==> src/hw/rtl/u8ed_pkg.sv <==
// Shared types, constants and helper functions for the UTF-8 and entity decoder.
package u8ed_pkg;

    localparam int RESQ_DEPTH = 4;
    localparam int RESQ_PTR_W = $clog2(RESQ_DEPTH);
    localparam int RESQ_CNT_W = $clog2(RESQ_DEPTH + 1);
    localparam int NUM_ENT    = 6;

    typedef enum logic {
        OP_BYTE = 1'b0,
        OP_END  = 1'b1
    } op_t;

    typedef enum logic [1:0] {
        ST_CHAR    = 2'd0,
        ST_UNKNOWN = 2'd1,
        ST_BADLEAD = 2'd2,
        ST_TRUNC   = 2'd3
    } status_t;

    typedef enum logic [1:0] {
        MODE_IDLE = 2'd0,
        MODE_UTF8 = 2'd1,
        MODE_NAME = 2'd2,
        MODE_HEX  = 2'd3
    } mode_t;

    typedef struct packed {
        logic       operation;
        logic [7:0] data_byte;
    } in_item_t;

    typedef struct packed {
        logic [15:0] code_unit;
        logic [1:0]  status;
        logic        last_of_run;
    } out_item_t;

    typedef struct packed {
        mode_t       mode;
        logic [1:0]  rem;
        logic [15:0] val;
        logic [2:0]  pos;
        logic [5:0]  cand;
    } dec_state_t;

    // Results of one step toward the result queue.
    typedef struct packed {
        logic [1:0] cnt;
        out_item_t  r0;
        out_item_t  r1;
    } push_t;

    typedef struct packed {
        dec_state_t  st;
        logic        emit;
        logic [15:0] code;
        status_t     status;
    } fresh_t;

    localparam dec_state_t IDLE_ST = '{
        mode: MODE_IDLE, rem: 2'd0, val: 16'd0, pos: 3'd0, cand: 6'h3f
    };

    localparam logic [7:0] AMP = 8'h26;

    // Entity names, "&#x", "&amp;", "&quot;", "&lt;", "&gt;", "&nbsp;".
    localparam logic [7:0] ENT_TEXT [0:7][0:7] = '{
        '{8'h26, 8'h23, 8'h78, 8'h00, 8'h00, 8'h00, 8'h00, 8'h00},
        '{8'h26, 8'h61, 8'h6d, 8'h70, 8'h3b, 8'h00, 8'h00, 8'h00},
        '{8'h26, 8'h71, 8'h75, 8'h6f, 8'h74, 8'h3b, 8'h00, 8'h00},
        '{8'h26, 8'h6c, 8'h74, 8'h3b, 8'h00, 8'h00, 8'h00, 8'h00},
        '{8'h26, 8'h67, 8'h74, 8'h3b, 8'h00, 8'h00, 8'h00, 8'h00},
        '{8'h26, 8'h6e, 8'h62, 8'h73, 8'h70, 8'h3b, 8'h00, 8'h00},
        '{8'h00, 8'h00, 8'h00, 8'h00, 8'h00, 8'h00, 8'h00, 8'h00},
        '{8'h00, 8'h00, 8'h00, 8'h00, 8'h00, 8'h00, 8'h00, 8'h00}
    };
    localparam logic [2:0] ENT_LEN [0:7] = '{
        3'd3, 3'd5, 3'd6, 3'd4, 3'd4, 3'd6, 3'd0, 3'd0
    };
    localparam logic [15:0] ENT_VALUE [0:7] = '{
        16'h0000, 16'h0026, 16'h0022, 16'h003c, 16'h003e, 16'h00a0, 16'h0000, 16'h0000
    };

    // Handle a byte as the start of a new character.
    function automatic fresh_t fresh_byte(input logic [7:0] b);
        fresh_t f;
        f.st     = IDLE_ST;
        f.emit   = 1'b0;
        f.code   = 16'd0;
        f.status = ST_CHAR;
        priority if (b == AMP) begin
            f.st.mode = MODE_NAME;
            f.st.pos  = 3'd1;
        end else if (!b[7]) begin
            f.emit = 1'b1;
            f.code = {8'd0, b};
        end else if (b[7:5] == 3'b110) begin
            f.st.mode = MODE_UTF8;
            f.st.rem  = 2'd1;
            f.st.val  = {11'd0, b[4:0]};
        end else if (b[7:4] == 4'b1110) begin
            f.st.mode = MODE_UTF8;
            f.st.rem  = 2'd2;
            f.st.val  = {12'd0, b[3:0]};
        end else begin
            f.emit   = 1'b1;
            f.status = ST_BADLEAD;
        end
        return f;
    endfunction

    // {hit, value}
    function automatic logic [4:0] hex_digit(input logic [7:0] b);
        logic [4:0] r;
        r = 5'd0;
        priority if (b >= 8'h30 && b <= 8'h39) begin
            r = {1'b1, b[3:0]};
        end else if ((b >= 8'h41 && b <= 8'h46) || (b >= 8'h61 && b <= 8'h66)) begin
            r = {1'b1, 4'(b[3:0] + 4'd9)};
        end else begin
            r = 5'd0;
        end
        return r;
    endfunction

endpackage

==> src/hw/rtl/u8ed_core.sv <==
// Input register, decode state and single-pass decode logic.
module u8ed_core (
    input  logic                aclk,
    input  logic                aresetn,
    input  logic                s_valid,
    output logic                s_ready,
    input  u8ed_pkg::in_item_t  s_item,
    input  logic                room,
    output u8ed_pkg::push_t     push
);

    logic                 in_vld_reg;
    u8ed_pkg::in_item_t   in_item_reg;
    u8ed_pkg::dec_state_t st_reg;
    u8ed_pkg::dec_state_t st_next;
    logic                 step;
    logic [7:0]           b;
    logic [2:0]           p;
    logic [5:0]           keep;
    logic                 done_any;
    logic [2:0]           done_idx;
    u8ed_pkg::fresh_t     fr;
    logic [4:0]           hd;
    logic                 e0;
    logic [15:0]          c0;
    u8ed_pkg::status_t    s0;
    logic                 use_f;
    logic [1:0]           rem_dec;
    logic [15:0]          utf_val;

    assign step    = in_vld_reg && room;
    assign s_ready = !in_vld_reg || step;
    assign b       = in_item_reg.data_byte;
    assign p       = st_reg.pos;
    assign fr      = u8ed_pkg::fresh_byte(b);
    assign hd      = u8ed_pkg::hex_digit(b);
    assign rem_dec = st_reg.rem - 2'd1;
    assign utf_val = {st_reg.val[9:0], b[5:0]};

    always_ff @(posedge aclk) begin
        if (!aresetn) begin
            in_vld_reg <= 1'b0;
            st_reg     <= u8ed_pkg::IDLE_ST;
        end else begin
            if (s_ready) begin
                in_vld_reg <= s_valid;
            end
            st_reg <= st_next;
        end
    end

    always_ff @(posedge aclk) begin
        if (s_valid && s_ready) begin
            in_item_reg <= s_item;
        end
    end

    always_comb begin
        keep     = 6'd0;
        done_any = 1'b0;
        done_idx = 3'd0;
        for (int i = 0; i < u8ed_pkg::NUM_ENT; i++) begin
            keep[i] = st_reg.cand[i] && (p < u8ed_pkg::ENT_LEN[i])
                      && (u8ed_pkg::ENT_TEXT[i][p] == b);
        end
        for (int i = u8ed_pkg::NUM_ENT - 1; i >= 0; i--) begin
            if (keep[i] && (3'(p + 3'd1) == u8ed_pkg::ENT_LEN[i])) begin
                done_any = 1'b1;
                done_idx = 3'(i);
            end
        end
    end

    always_comb begin
        st_next = st_reg;
        e0      = 1'b0;
        c0      = 16'd0;
        s0      = u8ed_pkg::ST_CHAR;
        use_f   = 1'b0;
        if (in_item_reg.operation == u8ed_pkg::OP_END) begin
            st_next = u8ed_pkg::IDLE_ST;
            if (st_reg.mode == u8ed_pkg::MODE_HEX) begin
                e0 = 1'b1;
                c0 = st_reg.val;
            end else if (st_reg.mode != u8ed_pkg::MODE_IDLE) begin
                e0 = 1'b1;
                s0 = u8ed_pkg::ST_TRUNC;
            end
        end else begin
            unique case (st_reg.mode)
                u8ed_pkg::MODE_UTF8: begin
                    if (rem_dec == 2'd0) begin
                        e0      = 1'b1;
                        c0      = utf_val;
                        st_next = u8ed_pkg::IDLE_ST;
                    end else begin
                        st_next.val = utf_val;
                        st_next.rem = rem_dec;
                    end
                end
                u8ed_pkg::MODE_HEX: begin
                    if (hd[4]) begin
                        st_next.val = {st_reg.val[11:0], hd[3:0]};
                    end else begin
                        e0      = 1'b1;
                        c0      = st_reg.val;
                        use_f   = 1'b1;
                        st_next = fr.st;
                    end
                end
                u8ed_pkg::MODE_NAME: begin
                    if (keep == 6'd0) begin
                        e0      = 1'b1;
                        s0      = u8ed_pkg::ST_UNKNOWN;
                        use_f   = 1'b1;
                        st_next = fr.st;
                    end else if (done_any && done_idx == 3'd0) begin
                        st_next      = u8ed_pkg::IDLE_ST;
                        st_next.mode = u8ed_pkg::MODE_HEX;
                    end else if (done_any) begin
                        e0      = 1'b1;
                        c0      = u8ed_pkg::ENT_VALUE[done_idx];
                        st_next = u8ed_pkg::IDLE_ST;
                    end else begin
                        st_next.cand = keep;
                        st_next.pos  = 3'(p + 3'd1);
                    end
                end
                u8ed_pkg::MODE_IDLE: begin
                    use_f   = 1'b1;
                    st_next = fr.st;
                end
                default: begin
                    st_next = u8ed_pkg::IDLE_ST;
                end
            endcase
        end
        if (!step) begin
            st_next = st_reg;
        end
    end

    always_comb begin
        push.cnt = 2'd0;
        push.r0  = '{code_unit: c0, status: s0, last_of_run: 1'b1};
        push.r1  = '{code_unit: fr.code, status: fr.status, last_of_run: 1'b1};
        if (step) begin
            if (e0 && use_f && fr.emit) begin
                push.cnt            = 2'd2;
                push.r0.last_of_run = 1'b0;
            end else if (e0) begin
                push.cnt = 2'd1;
            end else if (use_f && fr.emit) begin
                push.cnt = 2'd1;
                push.r0  = push.r1;
            end
        end
    end

endmodule

==> src/hw/rtl/u8ed_resq.sv <==
// Result queue: takes up to two items per cycle, hands out one.
module u8ed_resq (
    input  logic                aclk,
    input  logic                aresetn,
    input  u8ed_pkg::push_t     push,
    output logic                room,
    output logic                m_valid,
    input  logic                m_ready,
    output u8ed_pkg::out_item_t m_item
);

    localparam int PW = u8ed_pkg::RESQ_PTR_W;
    localparam int CW = u8ed_pkg::RESQ_CNT_W;

    u8ed_pkg::out_item_t mem [u8ed_pkg::RESQ_DEPTH];
    logic [PW-1:0]       wr_ptr_reg;
    logic [PW-1:0]       rd_ptr_reg;
    logic [CW-1:0]       cnt_reg;
    logic [CW-1:0]       cnt_next;
    logic                pop;

    assign m_valid  = cnt_reg != '0;
    assign pop      = m_valid && m_ready;
    assign m_item   = mem[rd_ptr_reg];
    assign room     = (CW'(u8ed_pkg::RESQ_DEPTH) - cnt_reg) >= CW'(2);
    assign cnt_next = cnt_reg + CW'(push.cnt) - CW'(pop);

    always_ff @(posedge aclk) begin
        if (!aresetn) begin
            wr_ptr_reg <= '0;
            rd_ptr_reg <= '0;
            cnt_reg    <= '0;
        end else begin
            wr_ptr_reg <= wr_ptr_reg + PW'(push.cnt);
            rd_ptr_reg <= rd_ptr_reg + PW'(pop);
            cnt_reg    <= cnt_next;
        end
    end

    always_ff @(posedge aclk) begin
        if (push.cnt != 2'd0) begin
            mem[wr_ptr_reg] <= push.r0;
        end
        if (push.cnt == 2'd2) begin
            mem[PW'(wr_ptr_reg + PW'(1))] <= push.r1;
        end
    end

endmodule

==> src/hw/rtl/utf8_and_entity_decoder_unit.sv <==
// Top level of the UTF-8 and entity decoder.
// Takes one text byte (or an end-of-text marker) per item and produces 16-bit
// code units: one- to three-byte UTF-8, "&#x" hex entities and the named
// entities amp, quot, lt, gt and nbsp, with error statuses for bad lead bytes,
// unknown entities and truncated sequences. An item may give zero, one or two
// results; last_of_run marks the final result of each item. Input items are
// accepted one per cycle; the decode is combinational between the input
// register and a four-entry result queue, and the input stalls only while the
// queue has fewer than two free entries. A result passes through the input
// register and then the result queue before it reaches the output.
module utf8_and_entity_decoder_unit (
    input  logic                aclk,
    input  logic                aresetn,
    input  logic                s_valid,
    output logic                s_ready,
    input  u8ed_pkg::in_item_t  s_item,
    output logic                m_valid,
    input  logic                m_ready,
    output u8ed_pkg::out_item_t m_item
);

    u8ed_pkg::push_t push;
    logic            room;

    u8ed_core u_core (
        .aclk    (aclk),
        .aresetn (aresetn),
        .s_valid (s_valid),
        .s_ready (s_ready),
        .s_item  (s_item),
        .room    (room),
        .push    (push)
    );

    u8ed_resq u_resq (
        .aclk    (aclk),
        .aresetn (aresetn),
        .push    (push),
        .room    (room),
        .m_valid (m_valid),
        .m_ready (m_ready),
        .m_item  (m_item)
    );

endmodule
==> config.mk <==
export PLATFORM = sky130hd
export DESIGN_NAME = utf8_and_entity_decoder_unit
export DESIGN_NICKNAME = d
export VERILOG_FILES = /design/src/hw/rtl/u8ed_pkg.sv /design/src/hw/rtl/u8ed_core.sv /design/src/hw/rtl/u8ed_resq.sv /design/src/hw/rtl/utf8_and_entity_decoder_unit.sv
export SDC_FILE = /design/constraint.sdc
export NUM_CORES = 1
export LEC_CHECK = 0
export ABC_AREA = 1
export BUFFER_PORTS_ARGS = -buffer_cell sky130_fd_sc_hd__buf_2
export CORE_ASPECT_RATIO = 1.2
export CORE_MARGIN = 5
export CORE_UTILIZATION = 51
export DETAILED_ROUTE_END_ITERATION = 10
export GPL_TIMING_DRIVEN = 1
export PLACE_DENSITY = 0.71
export SYNTH_ARGS = -nofsm -noshare
export SYNTH_HDL_FRONTEND = slang
export SYNTH_SLANG_ARGS = --single-unit
==> constraint.sdc <==
create_clock -name aclk -period 4 [get_ports aclk]
set_clock_uncertainty 0.05 [all_clocks]
set_input_delay 0 -clock aclk [delete_from_list [all_inputs] [get_ports aclk]]
set_output_delay 0 -clock aclk [all_outputs]
set_load 0.01 [all_outputs]
==> flow_metrics.env <==
export IMPL_synthCells=1217
export IMPL_synth_ff_type="sky130_fd_sc_hd__dfxtp_1"
export IMPL_rows=50
export IMPL_area_sequential_sq_um=2860
export IMPL_power_frac_seq_pct=31.6
export IMPL_inserted_clock_buffers=17
export IMPL_final_cell_count_no_fill=1491
export IMPL_critical_path_max_stage_delay_ns=0.42
export IMPL_timing_max_cap_violations=0
export IMPL_post_dp_hpwl_um=18100
export IMPL_number_of_storage_elements_in_the_synthesis_netlist=122
export IMPL_antenna_cells=0
export IMPL_drt_pass1_iter_count=6
export IMPL_starting_density_of_the_core_pct=52.0
export IMPL_holdPathEnd="u_resq.rd_ptr_reg[0]"
export IMPL_io_pins=34
export IMPL_comb_power_share_pct=36.2
export IMPL_track_usage_pct=27.4
export IMPL_synth_most_common_cell="sky130_fd_sc_hd__nand2_1"
export IMPL_route_final_wire_length_um=25600
export IMPL_core_region_area_sq_um=15700
export IMPL_wire_per_inst_um=17.2
export IMPL_tightest_slew_ns=1.09
export IMPL_arrival_worst_endpoint_ns=3.92
export IMPL_yosysUniqueCellTypes=48
export IMPL_placement_setup_worst_slack_ns=0.219
export IMPL_yosys_warning_count=0
export IMPL_clock_power_share_pct=32.2
export IMPL_multi_input_comb_area_sq_um=4590
export IMPL_fin_nets=1315
export IMPL_die_width_um=126
export IMPL_fillers=1485
export IMPL_mappedNetlistArea_sq_um=8170
export IMPL_worstPathMaxFanout=6
export IMPL_seq_area_frac_synth_pct=34.9
export IMPL_final_min_period_over_clock_period_pct=92.2
export IMPL_fp_dieArea_sq_um=18700
export IMPL_globalplace_congestion=1.04
export IMPL_crit_path_start_kind="register"
export IMPL_timing_critical_path_slowest_stage_cell="sky130_fd_sc_hd__fa_1"
export IMPL_number_of_flip_flops_under_the_largest_register_name=76
export IMPL_cts_htree_levels=4
export IMPL_power_density_cell_area_nw_per_um2=519
export IMPL_finalHoldViolCount=0
export IMPL_cts_post_setup_buffers_inserted=0
export IMPL_result_of_the_run="finished, final reports clean"
export IMPL_remaining_drc_errors=0
export IMPL_mappedNetlistNets=1262
export IMPL_clk_latency_ns=0.43
export IMPL_rsz0062_at_grt="yes"
export IMPL_p_sw_share_pct=38.8
export IMPL_clk_transition_reported_paths_ns=0.06
export IMPL_timing_final_max_slew_violations=0
export IMPL_drt_initial_drc_count=929
export IMPL_viasPerCell=5.74
export IMPL_worst_r2r_path_depth=25
export IMPL_clockBufferDepth=2
export IMPL_avgSynthCellArea_sq_um=6.71
export IMPL_static_leakage_power_nw=4.40
export IMPL_via_count_of_the_first_global_routing_pass=8191
export IMPL_r2r_end="u_resq.cnt_reg[2]"
export IMPL_pin_count_of_the_biggest_net_entering_global_routing=41
export IMPL_layout_drive_gt1_share_pct=13.2
export IMPL_synth_largest_area_cell="sky130_fd_sc_hd__dfxtp_1"
export IMPL_hold_ws_ns=0.0390
export IMPL_portBuffers=33
export IMPL_cellInternalPower_w=0.00300
export IMPL_power_ir_vdd_worst_mv=0.296
export IMPL_clock_sinks=122
export IMPL_detailed_place_area_sq_um=8670
export IMPL_max_slew_margin_rel_pct=27.4
export IMPL_cts_root_buffer_cell="sky130_fd_sc_hd__clkbuf_16"
export IMPL_regToRegSetupSlack_ns=0.31
export IMPL_number_of_antenna_violations_at_the_first_check_in_global_routing=0
export IMPL_r2r_start="u_core.p[0]"
export IMPL_tritoncts="built"
export IMPL_overflow=0
export IMPL_worstPathRequired_ns=4.24
export IMPL_die_h_um=149
export IMPL_synthTopCellsByCount="sky130_fd_sc_hd__nand2_1 (293), sky130_fd_sc_hd__nor2_1 (140), sky130_fd_sc_hd__nand3_1 (135)"
export IMPL_critPathMostFrequentCell="sky130_fd_sc_hd__nand2_1"
export IMPL_total_via_count_in_the_routed_design=8564
export IMPL_switching_power_of_the_nets_w=0.00190
export IMPL_postRouteAntennaNets=0
export IMPL_placed_cells_incl_taps=1448
export IMPL_fin_area_sq_um=9440
export IMPL_areaGrowthSynthToFinish_pct=15.5
export IMPL_post_layout_min_period_ns=3.69
export IMPL_synth_async_sr_flop_share_pct=0
export IMPL_top_cells_by_area_in_the_synthesized_netlist="sky130_fd_sc_hd__dfxtp_1 (20%), sky130_fd_sc_hd__edfxtp_1 (15%), sky130_fd_sc_hd__nand2_1 (13%)"
export IMPL_worst_setup_path_end_kind="register"
export IMPL_synth_top_area_share_pct=19.8
export IMPL_edff_count_synth=41
export IMPL_fmaxAchievable_mhz=271
export IMPL_final_setup_fails=0
export IMPL_path_class="register to register"
export IMPL_worstHoldPathType="input port to register"
export IMPL_origin_of_the_worst_min_delay_path="m_ready"
export IMPL_whs_path_depth=6
export IMPL_first_pass_grt_wire_length_um=41400
export IMPL_timing_final_ws_setup_ns=0.312
==> critical path, delay by kind of cell (launching register included) <==
family                     cells  cell delay, ns
and+or+nand+nor               14            1.18
adders and majority gates      4            1.11
DFF                            1            0.37
xor gates and xnor gates       1            0.17
AOI/OAI and AO/OA              1            0.15
buffers and inverters          5            0.49
==> worst max-delay path by stage <==
stage	start	to
6_report	u_core.p[0]	u_resq.cnt_reg[2]
5_1_grt	u_core.p[2]	u_resq.cnt_reg[2]
4_1_cts	u_core.p[1]	u_resq.cnt_reg[2]
3_5_place_dp	u_core.p[1]	u_resq.cnt_reg[2]
3_3_place_gp	u_core.p[0]	u_resq.cnt_reg[2]
2_1_floorplan	u_core.p[1]	u_resq.cnt_reg[2]
==> layer usage <==
metal	GRT usage, %	routed length, um
met4	13.4	1050
met1	32.3	10300
met5	0	0
met3	5.42	1790
met2	47.7	12500
==> cell type report <==
| cell class | count | share of cell area [%] |
|---|---|---|
| multi-input combinational | 906 | 48.6 |
| timing repair buffer | 93 | 6.81 |
| clock inverter | 12 | 1.29 |
| clock buffer | 20 | 5.08 |
| inverter | 130 | 5.20 |
| sequential | 122 | 30.3 |
| tap | 208 | 2.76 |
==> cells in the final DEF, fill, tap and decap left out, drive strengths merged, types with 8 or more instances in the layout <==
master	instances
inv	133
nand4	8
a21oi	57
dlygate4sd3	11
nor2	149
o22ai	47
ha	31
clkbuf	20
o21ai	118
dfxtp	81
nand2	304
edfxtp	41
nand3	137
nor3	8
buf	82
==> power groups by stage <==
| stage | registers (W) | logic (W) | clock network [W] |
|---|---|---|---|
| after detailed placement | 0.00157 | 0.00173 | 0 |
| after global placement | 0.00156 | 0.00172 | 0 |
| after global routing | 0.00156 | 0.00200 | 0.00165 |
| after CTS | 0.00154 | 0.00175 | 0.00159 |
| after floorplan | 0.00154 | 0.00121 | 0 |
| final | 0.00155 | 0.00177 | 0.00158 |
==> stage by stage <==
step	TNS, ns	util, %	total power [W]
5_1_grt	-0.0761	60.1	0.00521
3_5_place_dp	0	55.2	0.00329
3_3_place_gp	0	55.2	0.00328
2_1_floorplan	0	-	0.00275
6_report	0	60.1	0.00490
4_1_cts	0	59.7	0.00488
==> cells by family (layout without fill, tap and decap cells) <==
kind of cell,Yosys count,count (layout),share of synthesized area (%)
AND/OR/NAND/NOR,625,625,33.3
AO/OA/AOI/OAI,239,239,16.0
buffers and inverters,189,255,9.60
flip-flops,122,122,34.9
adder cells (fa/ha/maj),32,32,4.99
XOR/XNOR,10,10,1.16
==> repair_timing <==
item / CTS / global route
endpoints found under the setup margin: 0 / 41
gates resized for setup: 0 / 15
hold buffers: 11 / 0
endpoints found under the hold margin: 24 / 0
Power figures use the tool's default switching activity.
